==> src/hdl/tswd_pkg.sv <==
// Shared types, widths and reset values for the touch stroke wiggle detector.
// No dependencies; every other file imports this package.
`default_nettype none

package tswd_pkg;

    // Panel coordinate width
    localparam int COORD_BITS  = 10;

    // Register and field widths
    localparam int CFG_COORD_W = 10;
    localparam int TIMEOUT_W   = 16;
    localparam int REV_W       = 3;
    localparam int TIME_W      = 32;
    localparam int CFG_IDX_W   = 3;
    localparam int CFG_DATA_W  = 16;

    // Compare widths covering both coordinates and register values
    localparam int UCMP_W = (COORD_BITS > CFG_COORD_W) ? COORD_BITS : CFG_COORD_W;
    localparam int SCMP_W = UCMP_W + 2;

    typedef logic [COORD_BITS-1:0] coord_t;

    typedef enum logic [1:0] {
        HEAD_NONE  = 2'd0,
        HEAD_RIGHT = 2'd1,
        HEAD_LEFT  = 2'd2
    } heading_t;

    typedef enum logic [CFG_IDX_W-1:0] {
        REG_BAND_TOP      = 3'd0,
        REG_BAND_BOTTOM   = 3'd1,
        REG_MIN_LEG_DIST  = 3'd2,
        REG_MAX_DRIFT     = 3'd3,
        REG_TIMEOUT_MS    = 3'd4,
        REG_REVERSALS     = 3'd5
    } reg_idx_t;

    localparam logic [CFG_COORD_W-1:0] RST_BAND_TOP     = 10'd32;
    localparam logic [CFG_COORD_W-1:0] RST_BAND_BOTTOM  = 10'd104;
    localparam logic [CFG_COORD_W-1:0] RST_MIN_LEG_DIST = 10'd40;
    localparam logic [CFG_COORD_W-1:0] RST_MAX_DRIFT    = 10'd24;
    localparam logic [TIMEOUT_W-1:0]   RST_TIMEOUT_MS   = 16'd2000;
    localparam logic [REV_W-1:0]       RST_REVERSALS    = 3'd3;

    typedef struct packed {
        logic [CFG_COORD_W-1:0] band_top;
        logic [CFG_COORD_W-1:0] band_bottom;
        logic [CFG_COORD_W-1:0] min_leg_distance;
        logic [CFG_COORD_W-1:0] max_vertical_drift;
        logic [TIMEOUT_W-1:0]   timeout_ms;
        logic [REV_W-1:0]       reversals_needed;
    } cfg_t;

    typedef struct packed {
        logic              touched;
        coord_t            pos_x;
        coord_t            pos_y;
        logic [TIME_W-1:0] time_ms;
    } sample_t;

    typedef struct packed {
        logic gesture_seen;
        logic tracking;
    } core_status_t;

endpackage

`default_nettype wire

==> src/hdl/tswd_sample_if.sv <==
// Touch sample channel: valid/ready plus one sample item.
// Depends on tswd_pkg.
`default_nettype none

interface tswd_sample_if import tswd_pkg::*; ();
    logic              valid;
    logic              ready;
    logic              touched;
    coord_t            pos_x;
    coord_t            pos_y;
    logic [TIME_W-1:0] time_ms;

    modport source (output valid, output touched, output pos_x, output pos_y,
                    output time_ms, input ready);
    modport sink   (input valid, input touched, input pos_x, input pos_y,
                    input time_ms, output ready);
endinterface

`default_nettype wire

==> src/hdl/tswd_result_if.sv <==
// Result channel: valid/ready plus the gesture flag of one item.
// Depends on tswd_pkg.
`default_nettype none

interface tswd_result_if import tswd_pkg::*; ();
    logic valid;
    logic ready;
    logic gesture_seen;

    modport source (output valid, output gesture_seen, input ready);
    modport sink   (input valid, input gesture_seen, output ready);
endinterface

`default_nettype wire

==> src/hdl/tswd_cfg_if.sv <==
// Configuration write channel: valid/ready, register index and write data.
// Depends on tswd_pkg.
`default_nettype none

interface tswd_cfg_if import tswd_pkg::*; ();
    logic                  valid;
    logic                  ready;
    logic [CFG_IDX_W-1:0]  index;
    logic [CFG_DATA_W-1:0] data;

    modport source (output valid, output index, output data, input ready);
    modport sink   (input valid, input index, input data, output ready);
endinterface

`default_nettype wire

==> src/hdl/tswd_cfg_regs.sv <==
// Configuration register file, written through the cfg channel.
// Depends on tswd_pkg and tswd_cfg_if.
`default_nettype none

module tswd_cfg_regs import tswd_pkg::*; (
    input  wire logic  clk,
    input  wire logic  rst_n,
    tswd_cfg_if.sink   cfg,
    output cfg_t       regs
);

    cfg_t cfg_reg;
    cfg_t cfg_next;

    assign cfg.ready = 1'b1;
    assign regs      = cfg_reg;

    always_comb
    begin
        cfg_next = cfg_reg;
        if (cfg.valid)
        begin
            case (cfg.index)
                REG_BAND_TOP:     cfg_next.band_top           = cfg.data[CFG_COORD_W-1:0];
                REG_BAND_BOTTOM:  cfg_next.band_bottom        = cfg.data[CFG_COORD_W-1:0];
                REG_MIN_LEG_DIST: cfg_next.min_leg_distance   = cfg.data[CFG_COORD_W-1:0];
                REG_MAX_DRIFT:    cfg_next.max_vertical_drift = cfg.data[CFG_COORD_W-1:0];
                REG_TIMEOUT_MS:   cfg_next.timeout_ms         = cfg.data[TIMEOUT_W-1:0];
                REG_REVERSALS:    cfg_next.reversals_needed   = cfg.data[REV_W-1:0];
                default:          ;  // unmapped index: write dropped
            endcase
        end
    end

    always_ff @(posedge clk or negedge rst_n)
    begin
        if (!rst_n)
        begin
            cfg_reg.band_top           <= RST_BAND_TOP;
            cfg_reg.band_bottom        <= RST_BAND_BOTTOM;
            cfg_reg.min_leg_distance   <= RST_MIN_LEG_DIST;
            cfg_reg.max_vertical_drift <= RST_MAX_DRIFT;
            cfg_reg.timeout_ms         <= RST_TIMEOUT_MS;
            cfg_reg.reversals_needed   <= RST_REVERSALS;
        end
        else
        begin
            cfg_reg <= cfg_next;
        end
    end

endmodule

`default_nettype wire

==> src/hdl/tswd_core.sv <==
// Gesture state and its update logic for one registered sample.
// Depends on tswd_pkg.
`default_nettype none

module tswd_core import tswd_pkg::*; (
    input  wire logic    clk,
    input  wire logic    rst_n,
    input  wire cfg_t    cfg,
    input  wire sample_t sample,
    input  wire logic    fire,
    output core_status_t status
);

    logic              tracking_reg,       tracking_next;
    coord_t            anchor_y_reg,       anchor_y_next;
    coord_t            leg_origin_x_reg,   leg_origin_x_next;
    heading_t          heading_reg,        heading_next;
    logic [REV_W-1:0]  reversal_count_reg, reversal_count_next;
    logic [TIME_W-1:0] start_time_reg,     start_time_next;

    logic [UCMP_W-1:0]        y_u;
    logic [UCMP_W-1:0]        dy_u;
    coord_t                   dy_abs;
    logic                     in_band;
    logic [TIME_W-1:0]        elapsed;
    logic                     abort;
    logic signed [SCMP_W-1:0] dx;
    logic signed [SCMP_W-1:0] leg_dist;
    logic signed [SCMP_W-1:0] neg_dist;
    logic                     go_right;
    logic                     go_left;
    heading_t                 dir;
    logic [REV_W-1:0]         cnt_inc;
    logic                     gesture;

    // Band, drift and timeout checks
    assign y_u     = UCMP_W'(sample.pos_y);
    assign in_band = (y_u >= UCMP_W'(cfg.band_top)) && (y_u <= UCMP_W'(cfg.band_bottom));
    assign dy_abs  = (sample.pos_y >= anchor_y_reg) ? (sample.pos_y - anchor_y_reg)
                                                    : (anchor_y_reg - sample.pos_y);
    assign dy_u    = UCMP_W'(dy_abs);
    assign elapsed = sample.time_ms - start_time_reg;   // wraps mod 2^32
    assign abort   = !in_band || (elapsed > TIME_W'(cfg.timeout_ms))
                     || (dy_u > UCMP_W'(cfg.max_vertical_drift));

    // Horizontal leg classification
    assign dx       = SCMP_W'(sample.pos_x) - SCMP_W'(leg_origin_x_reg);
    assign leg_dist = SCMP_W'(cfg.min_leg_distance);
    assign neg_dist = -leg_dist;
    assign go_right = (dx >= leg_dist);
    assign go_left  = !go_right && (dx <= neg_dist);
    assign dir      = go_right ? HEAD_RIGHT : HEAD_LEFT;
    assign cnt_inc  = reversal_count_reg + REV_W'(1);

    always_comb
    begin
        tracking_next       = tracking_reg;
        anchor_y_next       = anchor_y_reg;
        leg_origin_x_next   = leg_origin_x_reg;
        heading_next        = heading_reg;
        reversal_count_next = reversal_count_reg;
        start_time_next     = start_time_reg;
        gesture             = 1'b0;

        if (fire)
        begin
            if (!sample.touched || (!tracking_reg && !in_band) || (tracking_reg && abort))
            begin
                tracking_next       = 1'b0;
                anchor_y_next       = '0;
                leg_origin_x_next   = '0;
                heading_next        = HEAD_NONE;
                reversal_count_next = '0;
                start_time_next     = '0;
            end
            else if (!tracking_reg)
            begin
                tracking_next       = 1'b1;
                anchor_y_next       = sample.pos_y;
                leg_origin_x_next   = sample.pos_x;
                heading_next        = HEAD_NONE;
                reversal_count_next = '0;
                start_time_next     = sample.time_ms;
            end
            else if (go_right || go_left)
            begin
                heading_next      = dir;
                leg_origin_x_next = sample.pos_x;
                if ((heading_reg != HEAD_NONE) && (dir != heading_reg))
                begin
                    reversal_count_next = cnt_inc;
                    if (cnt_inc >= cfg.reversals_needed)
                    begin
                        gesture             = 1'b1;
                        tracking_next       = 1'b0;
                        anchor_y_next       = '0;
                        leg_origin_x_next   = '0;
                        heading_next        = HEAD_NONE;
                        reversal_count_next = '0;
                        start_time_next     = '0;
                    end
                end
            end
        end
    end

    assign status.gesture_seen = gesture;
    assign status.tracking     = tracking_reg;

    always_ff @(posedge clk or negedge rst_n)
    begin
        if (!rst_n)
        begin
            tracking_reg       <= 1'b0;
            anchor_y_reg       <= '0;
            leg_origin_x_reg   <= '0;
            heading_reg        <= HEAD_NONE;
            reversal_count_reg <= '0;
            start_time_reg     <= '0;
        end
        else
        begin
            tracking_reg       <= tracking_next;
            anchor_y_reg       <= anchor_y_next;
            leg_origin_x_reg   <= leg_origin_x_next;
            heading_reg        <= heading_next;
            reversal_count_reg <= reversal_count_next;
            start_time_reg     <= start_time_next;
        end
    end

endmodule

`default_nettype wire

==> src/hdl/touch_stroke_wiggle_detector.sv <==
// Touch stroke wiggle detector: top level with input and result registers.
// Depends on tswd_pkg, tswd_sample_if, tswd_result_if, tswd_cfg_if,
// tswd_cfg_regs and tswd_core.
//
// Usage:
//  - samples: one touch sample per item (touched, pos_x, pos_y, time_ms).
//  - results: exactly one item per sample; gesture_seen is 1 on the sample
//    that completes a back-and-forth stroke inside the band.
//  - cfg: register writes (index 0..5), always ready; unmapped indexes are
//    dropped. Write only while no sample is in flight.
// Data path (two-stage): an accepted sample waits in the input register until
//  the result register can take a value and is then evaluated against the
//  gesture state: input register -> update logic -> result register.
// Throughput: one item per cycle while results.ready stays high; the gesture
//  state registers feed back through the core's compare/update logic.
// Stalls: while results.ready is low and the result register is full, a
//  buffered sample stays and samples.ready drops; no item is lost.
// Reset: rst_n (async, active low) empties both registers, clears the gesture
//  state and loads the register defaults.
`default_nettype none

module touch_stroke_wiggle_detector import tswd_pkg::*; (
    input  wire logic    clk,
    input  wire logic    rst_n,
    tswd_sample_if.sink  samples,
    tswd_result_if.source results,
    tswd_cfg_if.sink     cfg
);

    cfg_t         cfg_regs;
    core_status_t core_status;

    // Input stage
    logic    in_valid_reg, in_valid_next;
    sample_t in_sample_reg, in_sample_next;

    // Result stage
    logic    res_valid_reg, res_valid_next;
    logic    res_seen_reg,  res_seen_next;

    logic    advance;   // result register can take a new value
    logic    fire;      // registered sample is evaluated this cycle
    logic    take;      // new sample accepted this cycle

    assign advance       = !res_valid_reg || results.ready;
    assign fire          = in_valid_reg && advance;
    assign samples.ready = !in_valid_reg || advance;
    assign take          = samples.valid && samples.ready;

    always_comb
    begin
        in_valid_next  = in_valid_reg;
        in_sample_next = in_sample_reg;
        if (take)
        begin
            in_valid_next          = 1'b1;
            in_sample_next.touched = samples.touched;
            in_sample_next.pos_x   = samples.pos_x;
            in_sample_next.pos_y   = samples.pos_y;
            in_sample_next.time_ms = samples.time_ms;
        end
        else if (fire)
        begin
            in_valid_next = 1'b0;
        end
    end

    always_comb
    begin
        res_valid_next = res_valid_reg;
        res_seen_next  = res_seen_reg;
        if (fire)
        begin
            res_valid_next = 1'b1;
            res_seen_next  = core_status.gesture_seen;
        end
        else if (results.ready)
        begin
            res_valid_next = 1'b0;
        end
    end

    always_ff @(posedge clk or negedge rst_n)
    begin
        if (!rst_n)
        begin
            in_valid_reg  <= 1'b0;
            res_valid_reg <= 1'b0;
        end
        else
        begin
            in_valid_reg  <= in_valid_next;
            res_valid_reg <= res_valid_next;
        end
    end

    // Payload registers, no reset needed
    always_ff @(posedge clk)
    begin
        in_sample_reg <= in_sample_next;
        res_seen_reg  <= res_seen_next;
    end

    assign results.valid        = res_valid_reg;
    assign results.gesture_seen = res_seen_reg;

    tswd_cfg_regs u_cfg_regs (
        .clk   (clk),
        .rst_n (rst_n),
        .cfg   (cfg),
        .regs  (cfg_regs)
    );

    tswd_core u_core (
        .clk    (clk),
        .rst_n  (rst_n),
        .cfg    (cfg_regs),
        .sample (in_sample_reg),
        .fire   (fire),
        .status (core_status)
    );

    // Every evaluated sample lands in the result register
    a_fire_to_result: assert property (@(posedge clk) disable iff (!rst_n)
        fire |=> res_valid_reg)
        else $error("evaluated sample produced no result");

    // A buffered sample stays until evaluated
    a_hold_input: assert property (@(posedge clk) disable iff (!rst_n)
        in_valid_reg && !advance |=> in_valid_reg)
        else $error("buffered sample dropped during stall");

    // A reported gesture clears tracking
    a_gesture_clears: assert property (@(posedge clk) disable iff (!rst_n)
        fire && core_status.gesture_seen |=> !core_status.tracking)
        else $error("tracking still set after gesture report");

    // A release always ends tracking
    a_release_clears: assert property (@(posedge clk) disable iff (!rst_n)
        fire && !in_sample_reg.touched |=> !core_status.tracking)
        else $error("tracking still set after release");

endmodule

`default_nettype wire
==> src/flat_wrapper.sv <==
// flat-port wrapper written by rule: the top's interface ports become plain ports
module touch_stroke_wiggle_detector_flat import tswd_pkg::*;
  (clk, rst_n, samples_valid, samples_touched, samples_pos_x, samples_pos_y, samples_time_ms, samples_ready, results_valid, results_gesture_seen, results_ready, cfg_valid, cfg_index, cfg_data, cfg_ready);
  tswd_sample_if samples_i ();
  tswd_result_if results_i ();
  tswd_cfg_if cfg_i ();
  input  wire logic clk;
  input  wire logic rst_n;
  input wire logic [$bits(samples_i.valid)-1:0] samples_valid;
  input wire logic [$bits(samples_i.touched)-1:0] samples_touched;
  input wire logic [$bits(samples_i.pos_x)-1:0] samples_pos_x;
  input wire logic [$bits(samples_i.pos_y)-1:0] samples_pos_y;
  input wire logic [$bits(samples_i.time_ms)-1:0] samples_time_ms;
  output wire logic [$bits(samples_i.ready)-1:0] samples_ready;
  output wire logic [$bits(results_i.valid)-1:0] results_valid;
  output wire logic [$bits(results_i.gesture_seen)-1:0] results_gesture_seen;
  input wire logic [$bits(results_i.ready)-1:0] results_ready;
  input wire logic [$bits(cfg_i.valid)-1:0] cfg_valid;
  input wire logic [$bits(cfg_i.index)-1:0] cfg_index;
  input wire logic [$bits(cfg_i.data)-1:0] cfg_data;
  output wire logic [$bits(cfg_i.ready)-1:0] cfg_ready;
  assign samples_i.valid = samples_valid;
  assign samples_i.touched = samples_touched;
  assign samples_i.pos_x = samples_pos_x;
  assign samples_i.pos_y = samples_pos_y;
  assign samples_i.time_ms = samples_time_ms;
  assign samples_ready = samples_i.ready;
  assign results_valid = results_i.valid;
  assign results_gesture_seen = results_i.gesture_seen;
  assign results_i.ready = results_ready;
  assign cfg_i.valid = cfg_valid;
  assign cfg_i.index = cfg_index;
  assign cfg_i.data = cfg_data;
  assign cfg_ready = cfg_i.ready;
  touch_stroke_wiggle_detector u_core (.clk(clk), .rst_n(rst_n), .samples(samples_i), .results(results_i), .cfg(cfg_i));
endmodule
==> config.mk <==
export PLATFORM = sky130hd
export DESIGN_NAME = touch_stroke_wiggle_detector_flat
export DESIGN_NICKNAME = d
export VERILOG_FILES = /design/src/hdl/tswd_pkg.sv /design/src/hdl/tswd_sample_if.sv /design/src/hdl/tswd_result_if.sv /design/src/hdl/tswd_cfg_if.sv /design/src/hdl/tswd_cfg_regs.sv /design/src/hdl/tswd_core.sv /design/src/hdl/touch_stroke_wiggle_detector.sv /design/src/flat_wrapper.sv
export SDC_FILE = /design/constraint.sdc
export NUM_CORES = 1
export LEC_CHECK = 0
export ABC_CLOCK_PERIOD_IN_PS = 7350
export BUFFER_PORTS_ARGS = -buffer_cell sky130_fd_sc_hd__clkbuf_2
export CORE_AREA = 5 5 161 163
export CTS_BUF_LIST = sky130_fd_sc_hd__clkbuf_8 sky130_fd_sc_hd__clkbuf_16
export DETAILED_ROUTE_END_ITERATION = 12
export DIE_AREA = 0 0 166 168
export PLACE_DENSITY = 0.66
export REMOVE_ABC_BUFFERS = 1
export SYNTH_ARGS = -nofsm -noshare
export SYNTH_HDL_FRONTEND = slang
export SYNTH_SLANG_ARGS = --single-unit
==> constraint.sdc <==
create_clock -name clk -period 7.35 [get_ports clk]
set_input_delay 2.205 -clock clk [delete_from_list [all_inputs] [get_ports clk]]
set_output_delay 2.205 -clock clk [all_outputs]
set_load 0.02 [all_outputs]
* Yosys cells after proc, flatten, opt, wreduce, memory -nomap -nowiden
Index checks and enable logic that the tools add are counted.
** Storage, ports and cells
- Flip-flop bits (word level) :: 173
- Input port bits :: 77
** Operators by class
- Add/sub/neg operators :: 6
- Order comparisons :: 8
- Equality and inequality tests :: 9
- Mux-type cells :: 37
- Bitwise gates (word level) :: 3
- Reduce and logical (&&, ||, !) cells :: 34
** Operators with widths (count)
- two-way mux 32 bit :: 5
- two-way mux 10 bit :: 11
- > comparator 32 x 16 -> 1 bit :: 1
- subtractor 32 bit :: 1
- >= comparator 10 bit :: 2
- subtractor 10 bit :: 2
- two-way mux 3 bit :: 5
- AND reduction 2 bit :: 7
- <= comparator 11 x 12 -> 1 bit :: 1
- two-way mux 2 bit :: 6
- negator 10 -> 12 bit :: 1
- >= comparator 11 bit :: 1
- subtractor 10 x 10 -> 11 bit :: 1
- > comparator 10 bit :: 1
- <= comparator 10 bit :: 1
- two-way mux 1 bit :: 10
- != test 3 x 1 -> 1 bit (second input constant) :: 3
- logical AND 1 bit :: 7
- logical OR 1 bit :: 7
- == test 3 x 2 -> 1 bit (second input constant) :: 2
- == test 3 bit (second input constant) :: 2
- zero test 1 bit :: 6
- nonzero test 2 bit :: 3
- AND reduction 4 bit :: 1
- 8 further kinds :: 10

* Longest topological paths before layout
Gate-level depths: netlist of run 1.
- Depth after elaboration :: 9
- Mapped depth :: 27
- Mapped depth without buffers :: 25

* Cells and area by module
Synthesis of run 1 repeated with hierarchy kept, for this count alone.
** Second synthesis, totals
- Cell total of the unflattened synthesis :: 1149
- Area total of the unflattened synthesis :: 11750.0 um^2
** Modules (own cells, without submodules)
- tswd_core :: times used 1, cells each 955, area each 7699.9 um^2, seq. area each 1451.4 um^2
- tswd_cfg_regs :: times used 1, cells each 132, area each 2324.7 um^2, seq. area each 1496.4 um^2
- touch_stroke_wiggle_detector :: times used 1, cells each 62, area each 1725.4 um^2, seq. area each 1671.6 um^2

* Worst setup path after synthesis of run 1
Ideal clock, no wire load.
- Kind :: reg-to-reg
- Start point :: register u_core.in_sample_reg[32] (netlist bit)
- End point :: register u_core.res_seen_reg, in the netlist u_core.results.gesture_seen (data pin)
- Data arrival time :: 5.254 ns
- Required time :: 7.199 ns
- Path slack :: 1.945 ns
- Stages on the path, launching flop included :: 25
- Period minus slack after synthesis :: 5.405 ns
- Cells stage by stage :: edfxtp_1 > inv_1 > ha_1 > inv_1 > fa_1 > a21o_1 > a21o_1 > a21o_1 > a21o_1 > a311oi_1 > nor3b_1 > o211ai_1 > nand2_1 > mux2i_1 > xnor2_1 > ha_1 > and4_1 > a21oi_1 > a21oi_1 > o22a_1 > nor3_2 > or4b_1 > or4_1 > or4_1 > nor3_2
** On the way
- Longest elaborated chain between the ends :: 8
- Elaborated cells on any way between the ends :: 16
- Those cells by class :: add/sub: 2; order compare: 4; mux: 1; reduce/logical: 9
** Ends and longest elaborated chain
- from (decl) :: line touch_stroke_wiggle_detector.sv:35 : sample_t in_sample_reg, in_sample_next;
- from (signal assigned) :: line touch_stroke_wiggle_detector.sv:100 : in_sample_reg <= in_sample_next;
- parallel branches: the longest is 6 deep, another holds subtractor 10 bit
- logical OR 1 bit (*) :: line tswd_core.sv:67 : if (!sample.touched || (!tracking_reg && !in_band) || (tracking_reg && abort))
- OR reduction 4 bit (no source line) (*)
- to (signal assigned) :: line touch_stroke_wiggle_detector.sv:101 : res_seen_reg <= res_seen_next;
- to (decl) :: line touch_stroke_wiggle_detector.sv:39 : logic res_seen_reg, res_seen_next;
Mark *: on every way between the ends.
A chain may end at the register's enable or synchronous reset.

* Worst setup path after layout of run 1
- Start point :: register u_core.in_sample_reg[32] (netlist bit)
- End point :: register u_core.u_core.start_time_reg[25]
** On the way
- Longest elaborated chain between the ends :: 9
- Elaborated cells on any way between the ends :: 20
- Those cells by class :: add/sub: 2; order compare: 4; eq/ne: 3; mux: 2; reduce/logical: 9
** Ends and longest elaborated chain
- parallel branches: the longest is 6 deep, another holds subtractor 10 bit
- logical OR 1 bit (*) :: line tswd_core.sv:67
- != test 3 x 1 -> 1 bit (no source line)
- AND reduction 4 bit (no source line)
- to (signal assigned) :: line tswd_core.sv:128 : start_time_reg <= start_time_next;
- to (decl) :: line tswd_core.sv:19 : logic [TIME_W-1:0] start_time_reg, start_time_next;
Marked as above.

==> flow_results.org, run 1 <==
** Outcome
- The flow ran to the end, and the final reports show no timing, DRC or antenna violations.

** Synth
- The synthesized netlist devotes 14.5% of its cell area to adder and majority cells.
- By area, the combinational part of the netlist is dominated by compound AO/OA/AOI/OAI gates.
- Counting flops with a built-in enable in the synthesized netlist gives 54.
- Cell types with the largest area share after synthesis :: dfrtp_1, ha_1, edfxtp_1
- The average instance in the mapped netlist occupies 9.15 sq um.
- During synthesis, Yosys emitted a total of 0 warnings.
- Post-synthesis instance area :: between 10000 and 15000 sq um
- Ys async rst share :: between 60% and 70%
- The netlist uses 80 different library cells.
- Of the total synthesized cell area, the portion taken by XOR and XNOR cells is 3.09%.
- Compound-cell area share of the yosys netlist :: between 20% and 30%
- Sequential element share of the synthesized area :: a little under 40%
- In the synthesized netlist, mux cells make up approximately 2.4% of the area.
- Number of register bits inferred by synthesis :: around 170
- Dominant register cell in the synthesized netlist :: dfrtp_1
- Synthesis handed over a netlist of between 1000 and 1500 instances.
- Area share of the largest cell type after synthesis :: a little over a fifth
- Cell accounting for the most synthesized area :: dfrtp_1
- Post-synthesis share of cell area spent on and, or, nand and nor gates :: 14.6%

** Global routing
- The number of global-route vias before repair is between 9000 and 10000.
- Largest net degree at the start of global routing :: 54
- In the global route stage, overall resource usage came out at 21.1%.
- Sum of overflow across all layers after global routing :: 0
- Number of antenna violations at the first check in global routing :: 1
- Wire length of the first global-routing pass :: 48500 microns

** Setup path
- The largest single stage delay on the critical path is 670 ps.
- Buffers plus inverters on the worst setup path :: 4
- The worst setup path is launched from a flip-flop.
- Type of destination of the critical path :: flip-flop
- Measured in cells, the most critical reg-to-reg path has a length of 27.
- Launch point of the worst reg-to-reg path :: u_core.in_sample_reg[32]
- CP delay by family, top :: compound AO/OA/AOI/OAI gates
- Data required time at the worst endpoint :: about 7700 ps
- Critical R2R Capture :: u_core.u_core.start_time_reg[25]
- Type of the worst setup path :: reg -> reg
- Arrival time worst endpoint :: 6560 ps
- The most numerous cell type found on the critical path is a21o_1.
- In this run the worst path has a maximum fanout of 30.
- Master of the slowest instance on the critical path :: or3_1
- Worst setup slack for register-to-register paths :: between 1000 and 1500 ps

** Floorplan
- The floorplan has 57 rows.
- Ports :: 81
- The die is around 170 microns wide.
- Area of the die :: 27900 sq um
- In this run the vertical extent of the chip is approximately 170 microns.
- After floorplanning, the core was sized to cover 24200 sq um.
- The initial utilization of the core area, before any placement, comes to about half.

** CTS
- Clock transition at path regs :: 70 ps
- CTS Root Buffer Type :: clkbuf_16
- The clock passes through at most 2 buffers.
- Setup bufs post-CTS :: 0
- Buffers inserted during clock tree synthesis total 17.
- In this run, post-CTS hold repair placed 0 buffers.
- H-tree Lvls :: 4
- Clk sink count :: 173
- Count of instances resized after the clock tree is built :: 0
- Insertion delay of the later-clocked pin in the worst-skew pair :: between 400 and 500 ps
- TritonCTS clock tree :: built

** Place
- The wire-length estimate of the detail-placed layout is approximately 21000 microns.
- Input and output buffers added on the ports amount to 79.
- Final weighted congestion in routability-driven placement :: about 0.87

** Hold path
- In this run the most critical hold path is launched from u_core.u_cfg_regs.regs[54].
- WHS Path Cells :: 2
- Hold endpoint :: u_core.u_cfg_regs.regs[54]
- In this run the worst hold path is classified as reg -> reg.

** Pwr
- Power density relative to cell area :: between 200 and 300 nW/um^2
- The analysis attributes to cell leakage a power of 5.72 nW.
- Maximum vdd ir drop :: approximately 160 uV

** Route
- DRC violation count after routing :: 0
- Detailed-route wire length :: 29100 microns
- The first detailed-routing pass ran for 5 iterations.
- The final route contains between 9000 and 10000 vias.
- ANT nets after route :: 0
- In the routed layout, each cell is associated on average with a via count of between 5 and 6.
- Initial detailed-routing violation count :: 645
- After detailed routing, the average wire length per cell comes to about 17 microns.

** Job
- Across the run, the number of max-cap violations was 0.

** Final layout
- In the final layout, the share of cells above drive strength 1 is between 10% and 20%.
- Area grow syn2layout :: 11.1%
- After the last flow step, the layout net total stands at about 1600.
- Max reg flops :: 59

** Timing
- The clock arrives with roughly 12 ps of skew.
- Period minus WS final :: between 6000 and 7000 ps
- The worst pin sits at a relative slew slack of between 20% and 30%.
- The final-report max-slew violation count was 0.
- Setup violations remaining at the end of the flow were counted as 0.
- Final total negative setup slack :: 0 ps
- Post-route clock period utilization :: 84.3%
- The tightest hold path in the finished design has a slack of slightly above 500 ps.
- Setup repair after global routing left no endpoint under its margin.
- Max Clk Rate :: 161 MHz
- At the pin with the least slew margin, the transition time is 1170 ps.
- Final hold violation count :: 0
[placed cells by master (no fill, tap or decap), drive strengths merged, types with 9 or more instances in the layout]
| cell | netlist | final |
|---|---|---|
| a22oi | 44 | 44 |
| nor2 | 37 | 37 |
| xor2 | 11 | 11 |
| buf | 4 | 13 |
| dfrtp | 103 | 103 |
| a211oi | 11 | 11 |
| mux2i | 10 | 10 |
| or3 | 12 | 12 |
| nand2b | 12 | 12 |
| dfstp | 16 | 16 |
| o31ai | 14 | 14 |
| o21ai | 131 | 131 |
| a211o | 12 | 12 |
| ha | 132 | 132 |
| nand2 | 141 | 141 |
| nor3 | 30 | 30 |
| xnor2 | 31 | 31 |
| nor2b | 14 | 14 |
| a21oi | 68 | 68 |
| inv | 138 | 145 |
| mux2 | 17 | 17 |
| clkbuf | 47 | 96 |
| edfxtp | 54 | 54 |
| nand4 | 23 | 23 |
| nand3 | 41 | 41 |
| o21a | 9 | 9 |
| a21o | 32 | 32 |
[synth_stat cells (3+ instances only)]
cell type,n
a21oi_1,68
nand4b_1,3
o2111ai_1,3
edfxtp_1,54
a311oi_1,3
dfrtp_1,103
inv_1,138
o31a_1,4
nand3_1,41
and2_1,6
dfstp_2,16
o21bai_1,7
nand2_1,141
clkbuf_1,47
o21ai_0,77
nor2_1,37
a21boi_0,3
nand4_1,23
nand3b_1,3
xnor2_1,31
a22oi_1,44
ha_1,132
xor2_1,11
o31ai_1,14
and4_1,4
o21a_1,9
a211o_1,12
or3_1,12
fa_1,4
o21ai_1,54
nor2b_1,14
o211ai_1,8
nor3_1,28
mux2_2,17
mux2i_1,10
and3_1,4
a21o_1,32
or2_2,5
a31oi_1,4
or4_1,3
nand2b_1,12
a211oi_1,11
[layout make-up]
type / count / area, sq um
timing repair buffer: 91 / 488
clock buffer: 18 / 439
inverter: 138 / 518
multi-input combinational: 939 / 6600
clock inverter: 14 / 156
antenna: 1 / 2.50
tap: 324 / 405
fill: 2200 / 10900
sequential: 173 / 4620
[report_power, final]
| part | internal [mW] | switching (mW) | leakage [nW] |
|---|---|---|---|
| Sequential | 1.13 | 0.0824 | 2.03 |
| Combinational | 0.477 | 0.684 | 3.40 |
| Clock | 0.517 | 0.416 | 0.291 |
| Total | 2.13 | 1.18 | 5.72 |
[kinds of logic after synthesis]
logic type / after synthesis
buffers and inverters: 189
AOI/OAI and AO/OA: 381
xor gates and xnor gates: 42
other: 1
muxes: 27
and+or+nand+nor: 352
adders and majority gates: 136
DFF: 173
[worst max path at each step]
stage          cells after the start                          endpoint  slack [ps]                startpoint
6_report                          27  u_core.u_core.start_time_reg[25]        1150  u_core.in_sample_reg[32]
5_1_grt                           27  u_core.u_core.start_time_reg[10]         670  u_core.in_sample_reg[32]
4_1_cts                           27  u_core.u_core.start_time_reg[25]        1160  u_core.in_sample_reg[32]
3_5_place_dp                      27  u_core.u_core.start_time_reg[25]        1170  u_core.in_sample_reg[32]
3_3_place_gp                      27  u_core.u_core.start_time_reg[25]        1350  u_core.in_sample_reg[32]
2_1_floorplan                      5     u_core.u_core.anchor_y_reg[0]        1390             results_ready
[stage by stage]
step / setup WS [ps] / instance area [sq um] / util [%] / cells / total power [mW]
6_report: 1150 / 13200 / 54.7 / 1698 / 3.31
2_1_floorplan: 1390 / 11700 / - / 1250 / 2.06
4_1_cts: 1160 / 13200 / 54.7 / 1697 / 3.33
3_3_place_gp: 1350 / 12600 / 52.3 / 1665 / 2.35
3_5_place_dp: 1170 / 12600 / 52.3 / 1665 / 2.39
5_1_grt: 668 / 13200 / 54.7 / 1697 / 3.55
[metal layers]
metal	vias up	routed length (microns)	GRT usage, %
met5	-	0	0
met4	0	585	6.03
met3	37	1170	3.49
met2	200	14000	35.6
met1	4688	13400	28.1
li1	4798	-	-
[tightest hold or removal path: stages (launching register included)]
cell and delay (ps):
dfstp_2 360, inv_1 60, o21ai_0 80
No activity file was read; power rests on OpenSTA's default activity.
==> run 2: changes to the inputs <==
--- a/config.mk
+++ b/config.mk
@@ -5,13 +5,14 @@
 export SDC_FILE = /design/constraint.sdc
 export NUM_CORES = 1
 export LEC_CHECK = 0
-export ABC_CLOCK_PERIOD_IN_PS = 7350
+export ABC_AREA = 1
+export ABC_CLOCK_PERIOD_IN_PS = 5100
 export BUFFER_PORTS_ARGS = -buffer_cell sky130_fd_sc_hd__clkbuf_2
-export CORE_AREA = 5 5 161 163
+export CORE_AREA = 5 5 165 167
 export CTS_BUF_LIST = sky130_fd_sc_hd__clkbuf_8 sky130_fd_sc_hd__clkbuf_16
 export DETAILED_ROUTE_END_ITERATION = 12
-export DIE_AREA = 0 0 166 168
-export PLACE_DENSITY = 0.66
+export DIE_AREA = 0 0 170 172
+export PLACE_DENSITY = 0.69
 export REMOVE_ABC_BUFFERS = 1
 export SYNTH_ARGS = -nofsm -noshare
 export SYNTH_HDL_FRONTEND = slang
==> constraint.sdc (replaced) <==
create_clock -name clk -period 5.1 [get_ports clk]
set_input_delay 1.53 -clock clk [delete_from_list [all_inputs] [get_ports clk]]
set_output_delay 1.53 -clock clk [all_outputs]
set_load 0.02 [all_outputs]
==> run 2 against run 1 <==
  * Total power increased by 56%
  * Cell area increased by 5.8%
  * Non-clock buffer count increased by 1
  * Utilization decreased by 0.090 points
  * Worst setup slack got worse by 810 ps
  * Critical path type unchanged
==> flow_results.org, run 2 <==
** Outcome
- The flow ran to the end, and the final reports show no timing, DRC or antenna violations.

** Place
- Placed standard-cell area :: 13300 sq um (+5.3%)
- The detailed placement HPWL is 24000 microns (+12%).
- The final weighted congestion in routability-driven placement was 0.908 (+4.5%).
- The quantity of I/O buffers inserted on ports came to 79 (unchanged).
- The number of placed cells counting well taps came to 2114 (+27%).

** Hold path
- Hold/Removal Path Class :: reg -> reg
- WHS Path Cells :: 2 (unchanged)

** CTS
- TritonCTS built the clock tree.
- The H-tree depth is 4 (unchanged).
- Insertion delay of the later-clocked pin in the worst-skew pair :: 450 ps (about the same)
- The number of clock sinks seen by CTS was 173 (unchanged).
- Number of buffers inserted during clock tree synthesis :: 17 (unchanged)
- The buffer depth of the longest clock path came to 2 (unchanged).
- Clock transition at path regs :: 80 ps (about the same)
- Number of hold-repair buffers added at the cts stage :: 0 (unchanged)
- CTS placed an instance of clkbuf_16 at the clock tree root.

** Setup path
- Maximum fanout encountered on the critical timing path :: 42 (+40%)
- Crit path top cell by count :: nand2_1
- The worst reg2reg path depth came to 28 (+3.7%).
- Type of destination of the critical path :: flip-flop
- The worst setup path is launched from a flip-flop.
- Arrival time worst endpoint :: 5080 ps (-1480 ps)
- Worst setup slack for register-to-register paths :: 340 ps (-810 ps)
- Type of the worst setup path :: reg -> reg
- The endpoint required time on the critical path was 5420 ps (-2290 ps).
- Stage delay of the slowest cell on the critical path :: 480 ps (-190 ps)
- Master of the slowest instance on the critical path :: edfxtp_1

** Synth
- Number of register bits inferred by synthesis :: 173 (unchanged)
- The fraction of registers with async set or reset after synthesis came to 68.8% (unchanged).
- Sequential element share of the synthesized area :: 36.7% (-2.1 points)
- The number of enable flip-flop cells after synthesis is 54 (unchanged).
- The number of synthesis warnings is 0 (unchanged).
- Area share of the largest cell type after synthesis :: 20.5% (-1.2 points)
- dfrtp_1 takes more of the synthesized area than any other cell.
- Post-Syn Area per Cell :: 7.28 sq um (-20%)
- After synthesis, the most frequently instantiated cells are nand2_1, inv_1, nor2_1, ha_1, dfrtp_1.
- Cell types with the largest area share after synthesis :: dfrtp_1, nand2_1, ha_1
- Unique masters post-synth :: 46 (-43%)
- Dominant cell by count in the synthesized netlist :: nand2_1
- Dominant register cell in the synthesized netlist :: dfrtp_1
- Post-synthesis instance area :: 12600 sq um (+5.8%)
- Gate count after technology mapping :: 1729 (+33%)

** Floorplan
- Die X :: 170 microns (+2.4%)
- The area enclosed by the die boundary is 29200 sq um (+4.8%).
- Std-Cell Rows :: 59 (+3.5%)
- The starting utilization of the core area is 49.2% (-0.080 points).
- The y dimension of the die was 172 microns (+2.4%).
- Ports :: 81 (unchanged)
- The placeable core region was 25600 sq um (+6.0%).

** Global routing
- Sum of overflow across all layers after global routing :: 0 (unchanged)
- The largest net degree at the start of global routing was 68 (+26%).
- The first-pass GRT wire length was 51900 microns (+7.1%).
- The number of global-route vias before repair came to 10300 (+7.6%).
- The number of antenna violations at the first check in global routing is 0 (-1).
- Overall fraction of global-route tracks in use :: 22.0% (+0.95 points)

** Timing
- Max Clk Rate :: 210 MHz (+30%)
- Final hold violation count :: 0 (unchanged)
- Setup repair after global routing missed its margin :: false
- Slew margin rel. :: 29.8% (+8.0 points)
- Post-route clock period utilization :: 93.4% (+9.1 points)
- Number of pins exceeding their max-slew limit in the final report :: 0 (unchanged)
- Period minus WS final :: 4760 ps (-1440 ps)
- The slew at the pin closest to its max-slew limit is 1050 ps (-117 ps).
- The final setup violation count was 0 (unchanged).
- The clock skew is 22.5 ps (+10.3 ps).
- Final total negative setup slack :: 0 ps (unchanged)

** Final layout
- Leaving out fill and tap cells, the most frequent cell in the layout is nand2_1.
- Fraction of final layout cells sized beyond drive strength 1 :: 8.61% (-4.1 points)
- The post-synthesis to final-layout area growth came to 11.1% (about the same).
- Number of nets at the end of the flow :: 2012 (+28%)
- Final standard cell area without fillers :: 14000 sq um (+5.8%)
- The count of non-filler cells in the finished layout came to 2147 (+26%).
- The number of diodes added for antenna fixing was 0 (-1).
- Most used cells in the layout excluding fill and tap cells :: nand2_1, inv_1, nor2_1, ha_1, dfrtp_1
- Max reg flops :: 59 (unchanged)

** Job
- Max-cap check violation count :: 0 (unchanged)

** Route
- The final routed wire length divided by cell count was 14.7 microns (-14%).
- ANT nets after route :: 0 (unchanged)
- The detailed-route vias per instance is 5.05 (-12%).
- Vias post-DR :: 10800 (+12%)
- Initial detailed-routing violation count :: 802 (+24%)
- First drt pass iteration count :: 8 (+3)
- The final routed DRC violation total was 0 (unchanged).
- The post-detailed-routing wire length was 31600 microns (+8.3%).

** Pwr
- The power density over cell area was 368 nW/um^2 (+47%).
- Maximum vdd ir drop :: 253 uV (+59%)
- The leakage power summed over all cells was 7.66 nW (+34%).
-- run 2: kinds of logic (layout without fill, tap and decap cells) --
logic type	Yosys count	count (layout)	share of synthesized area, %
AND/OR/NAND/NOR	826	826	27.5
buffers and inverters	376	459	11.6
AO/OA/AOI/OAI	177	177	7.60
flip-flops	173	173	36.7
multiplexers	1	1	0.0795
other	1	1	0.0298
adder cells (fa/ha/maj)	136	136	13.7
XOR/XNOR	39	39	2.71
-- run 2: report_power, final --
group | internal, mW | total (mW) | switching [mW]
Sequential | 1.64 | 1.77 | 0.128
Clock | 0.724 | 1.39 | 0.664
Combinational | 0.732 | 2.00 | 1.27
-- run 2: per-stage QoR --
| stage | power (mW) | utilization (%) | worst slack (ps) | hold slack, ps |
|---|---|---|---|---|
| after global placement | 3.72 | 52.0 | 91.3 | 454 |
| after global routing | 5.59 | 54.6 | 33.9 | 485 |
| final | 5.15 | 54.6 | 339 | 473 |
| after floorplan | 3.21 | - | 408 | 442 |
| after detailed placement | 3.76 | 52.0 | 186 | 458 |
| after CTS | 5.17 | 54.4 | 111 | 478 |
-- run 2: worst paths after layout --
| kind | startpoint | end |
|---|---|---|
| worst max-delay path | u_core.in_sample_reg[40] | u_core.u_core.start_time_reg[5] |
| min in group asynchronous | rst_n | u_core.u_core.anchor_y_reg[5] |
| worst max register to register | u_core.in_sample_reg[40] | u_core.u_core.start_time_reg[5] |
| worst min register to register | u_core.u_core.start_time_reg[23] | u_core.u_core.start_time_reg[23] |
| max in group asynchronous | rst_n | u_core.u_cfg_regs.regs[0] |
| worst min-delay path | u_core.u_core.start_time_reg[23] | u_core.u_core.start_time_reg[23] |
-- run 2: critical path: cells and delay by family, from the launching register on --
kind,cells,cell delay [ps]
compound gates,7,1130
xor+xnor,1,230
fa+ha+maj,2,680
buf+inv,4,600
flops,1,480
simple gates,14,1510
-- run 2: per-layer routing --
layer  vias up  GRT usage [%]  routed length, microns
li1       5591              -                       -
met5         -              0                       0
met1      4990           31.2                   15300
met2       224           36.0                   14400
met4         0           5.63                     566
met3        44           2.79                    1310
-- run 2: layout make-up --
| class | count | area, sq um |
|---|---|---|
| flip-flops and latches | 173 | 4620 |
| inverters | 335 | 1260 |
| clock buffers | 19 | 475 |
| repair buffers | 92 | 537 |
| well taps | 335 | 419 |
| fillers | 2441 | 11600 |
| multi-input cells | 1180 | 6530 |
| clock inverters | 13 | 161 |
-- run 2: timing repair --
item	4_1_cts	5_1_grt
endpoints found under the setup margin	0	57
gates resized for setup	0	7
setup buffers	0	0
==> run 3: changes to the inputs <==
--- a/config.mk
+++ b/config.mk
@@ -8,11 +8,11 @@
 export ABC_AREA = 1
 export ABC_CLOCK_PERIOD_IN_PS = 5100
 export BUFFER_PORTS_ARGS = -buffer_cell sky130_fd_sc_hd__clkbuf_2
-export CORE_AREA = 5 5 165 167
+export CORE_AREA = 5 5 161 163
 export CTS_BUF_LIST = sky130_fd_sc_hd__clkbuf_8 sky130_fd_sc_hd__clkbuf_16
 export DETAILED_ROUTE_END_ITERATION = 12
-export DIE_AREA = 0 0 170 172
-export PLACE_DENSITY = 0.69
+export DIE_AREA = 0 0 166 168
+export PLACE_DENSITY = 0.72
 export REMOVE_ABC_BUFFERS = 1
 export SYNTH_ARGS = -nofsm -noshare
 export SYNTH_HDL_FRONTEND = slang
==> run 3 against run 2 <==
  * Die area is 4.6% lower
  * Non-clock buffer count is 9 higher
  * Utilization is 3.7 points higher
  * First-iteration DRC count is 7.9% lower
  * Sequential share of layout area is 0.27 points lower
==> flow_results.org, run 3 (synthesized netlist as in run 2, its figures left out) <==
** Outcome
- Status :: complete, no violations

** Place
- The number of placed cells counting well taps is 2106 (-0.38%).
- The final weighted congestion in routability-driven placement came to 0.922 (+1.5%).
- The detailed placement HPWL came to 24100 microns (+0.30%).
- The quantity of I/O buffers inserted on ports was 79 (unchanged).
- The minimum setup slack after placement came to 183 ps (-2.62 ps).

** Final layout
- Final standard cell count with taps included and fillers excluded :: 2145 (-0.093%)
- From synthesis to final layout, the design area changed by 12.1%.
- Sequential cell area :: 4620 sq um (unchanged)
- The number of diodes added for antenna fixing is 0 (unchanged).
- Fraction of final layout cells sized beyond drive strength 1 :: 9.23% (+0.62 points)
- The total area of multi-input combinational cells came to 6540 sq um (+0.19%).
- In the layout the commonest cells are nand2_1, inv_1, nor2_1, ha_1, dfrtp_1.
- Max reg flops :: 59 (unchanged)
- Most common cell after layout, fill and taps aside :: nand2_1
- The final-layout fill cell count came to 2245 (-8.0%).
- The post-layout net count was 2021 (+0.45%).

** Setup path
- The cell that appears most often on the critical path is nand2_1.
- Data required time at the worst endpoint :: 5470 ps (+50 ps)
- Crit path depth :: 29 (+3.6%)
- STA classifies the critical path endpoint as a flip-flop.
- Buffers plus inverters on the worst setup path :: 4 (unchanged)
- Critical R2R Capture :: u_core.u_core.anchor_y_reg[3]
- Among all stages on the critical path, the largest delay is contributed by edfxtp_1.
- The arrival time reported for the critical path endpoint was 5170 ps (+90 ps).
- Worst setup path end :: u_core.u_core.anchor_y_reg[3]
- Cell count of the worst reg-to-reg path :: 29 (+3.6%)
- CP delay by family, top :: simple AND/OR/NAND/NOR gates
- The highest cell delay on the worst timing path is 480 ps (about the same).
- Launch point of the worst reg-to-reg path :: u_core.in_sample_reg[41]
- The largest fanout on the critical path was 10 (-76%).
- Timing startpoint of the critical path :: u_core.in_sample_reg[41]
- The worst setup path is launched from a flip-flop.
- Worst setup slack for register-to-register paths :: 300 ps (-40 ps)
- Type of the worst setup path :: reg -> reg

** Global routing
- The largest net degree at the start of global routing came to 68 (unchanged).
- The total track usage was 22.9% (+0.92 points).
- The remaining global-route overflow is 0 (unchanged).
- Wire length of the first global-routing pass :: 52700 microns (+1.4%)
- Vias in the first global route :: 10700 (+3.7%)
- Number of antenna violations at the first check in global routing :: 0 (unchanged)

** CTS
- TritonCTS built the clock tree.
- CTS Root Buffer Type :: clkbuf_16
- The H-tree depth was 4 (unchanged).
- Clk sink count :: 173 (unchanged)
- The buffer depth of the longest clock path came to 2 (unchanged).
- Number of hold-repair buffers added at the cts stage :: 0 (unchanged)
- Clock transition at path regs :: 70 ps (about the same)
- Number of buffers inserted during clock tree synthesis :: 17 (unchanged)
- The clock latency on the worst-skew pair is 440 ps (about the same).

** Job
- The number of max-cap violations came to 0 (unchanged).

** Hold path
- Hold/Removal Path Class :: reg -> reg

** Floorplan
- The y dimension of the die was 168 microns (-2.3%).
- Die X :: 166 microns (-2.4%)
- The number of I/O pins was 81 (unchanged).
- The area enclosed by the die boundary is 27900 sq um (-4.6%).
- Initial cell density of the core :: 52.1% (+2.9 points)
- Core area :: 24200 sq um (-5.6%)
- The total number of placement rows was 57 (-3.4%).

** Pwr
- The internal power contribution was 3.12 mW (+0.72%).
- Static leakage :: 7.72 nW (+0.78%)
- Switching part of the total :: 39.8% (-0.11 points)
- The switching power total is 2.06 mW (+0.24%).
- The share of power burned in combinational logic came to 39.3% (+0.5 points).
- The relative contribution of the clock network to total power was 26.6% (-0.3 points).
- The worst supply voltage drop on vdd came to 189 uV (-25%).
- Reg power frac :: 34.1% (-0.2 points)
- Power density relative to cell area :: 367 nW/um^2 (-0.31%)

** Timing
- The slew at the pin closest to its max-slew limit came to 1040 ps (-13.9 ps).
- The worst slew margin relative to its limit is 30.7% (+0.93 points).
- The least setup slack across all paths after layout is 297 ps (-42.0 ps).
- Period minus WS final :: 4800 ps (+42.0 ps)
- Number of pins exceeding their max-slew limit in the final report :: 0 (unchanged)
- Max Clk Rate :: 208 MHz (-0.87%)
- The clock skew is 14.9 ps (-7.57 ps).
- Number of setup violations in the final report :: 0 (unchanged)
- The number of endpoints with negative hold slack in the final report came to 0 (unchanged).
- The portion of the clock cycle consumed by the worst path in the final layout was 94.2% (+0.82 points).

** Route
- Routed length per placed instance :: 15.3 microns (+3.8%)
- The number of vias after detailed routing is 11000 (+1.8%).
- The number of nets still failing antenna checks after routing was 0 (unchanged).
- First drt pass iteration count :: 6 (-2)
- DRC violation count after routing :: 0 (unchanged)
- The post-detailed-routing wire length was 32700 microns (+3.7%).
- The detailed-route vias per instance came to 5.15 (+1.9%).
- The initial DRC count came to 739 (-7.9%).
-- run 3: worst min-delay path, stage by stage, from the launching register on --
cell	delay [ps]
dfrtp_1	340
nand2_1	50
nand2_1	50
-- run 3: layout make-up --
class | count | area share [%]
clock buffers | 18 | 3.19
well taps | 324 | 2.87
inverters | 335 | 8.91
multi-input cells | 1180 | 46.3
flip-flops and latches | 173 | 32.7
clock inverters | 14 | 1.17
repair buffers | 101 | 4.80
-- run 3: worst min path at each step --
stage	slack (ps)	cells after the start	end	from
6_report	470	2	u_core.u_core.start_time_reg[25]	u_core.u_core.start_time_reg[25]
5_1_grt	490	2	u_core.u_core.start_time_reg[9]	u_core.u_core.start_time_reg[9]
4_1_cts	480	2	u_core.u_core.start_time_reg[19]	u_core.u_core.start_time_reg[19]
3_5_place_dp	460	2	u_core.u_core.start_time_reg[19]	u_core.u_core.start_time_reg[19]
3_3_place_gp	450	2	u_core.u_core.start_time_reg[29]	u_core.u_core.start_time_reg[29]
2_1_floorplan	440	2	u_core.u_core.anchor_y_reg[9]	u_core.u_core.anchor_y_reg[9]
-- run 3: power groups by stage --
| stage | Clock (mW) | Combinational [mW] | Sequential (mW) |
|---|---|---|---|
| floorplan | 0 | 1.46 | 1.76 |
| global placement | 0 | 1.93 | 1.79 |
| detailed placement | 0 | 1.98 | 1.79 |
| CTS | 1.40 | 2.00 | 1.77 |
| global route | 1.46 | 2.35 | 1.79 |
| finish | 1.38 | 2.03 | 1.77 |
-- run 3: timing repair --
action	in CTS	in global routing
buffers inserted	0	3
setup endpoints to repair	0	59
gates resized for setup	0	12
-- run 3: through the flow --
stage	power, mW	hold slack (ps)	cell area [sq um]	util [%]	TNS (ps)
after floorplan	3.21	442	12400	-	0
after global placement	3.71	454	13300	55.2	0
after detailed placement	3.77	459	13300	55.2	0
after CTS	5.17	476	14000	57.7	0
after global routing	5.60	486	14100	58.4	-805
final	5.18	470	14100	58.4	0
-- run 3: layer usage --
| layer | GRT usage (%) | routed length [microns] | vias up |
|---|---|---|---|
| met5 | 0 | 0 | - |
| met2 | 38.7 | 15200 | 271 |
| li1 | - | - | 5625 |
| met3 | 3.12 | 1530 | 56 |
| met1 | 30.6 | 15100 | 5090 |
| met4 | 7.75 | 898 | 0 |
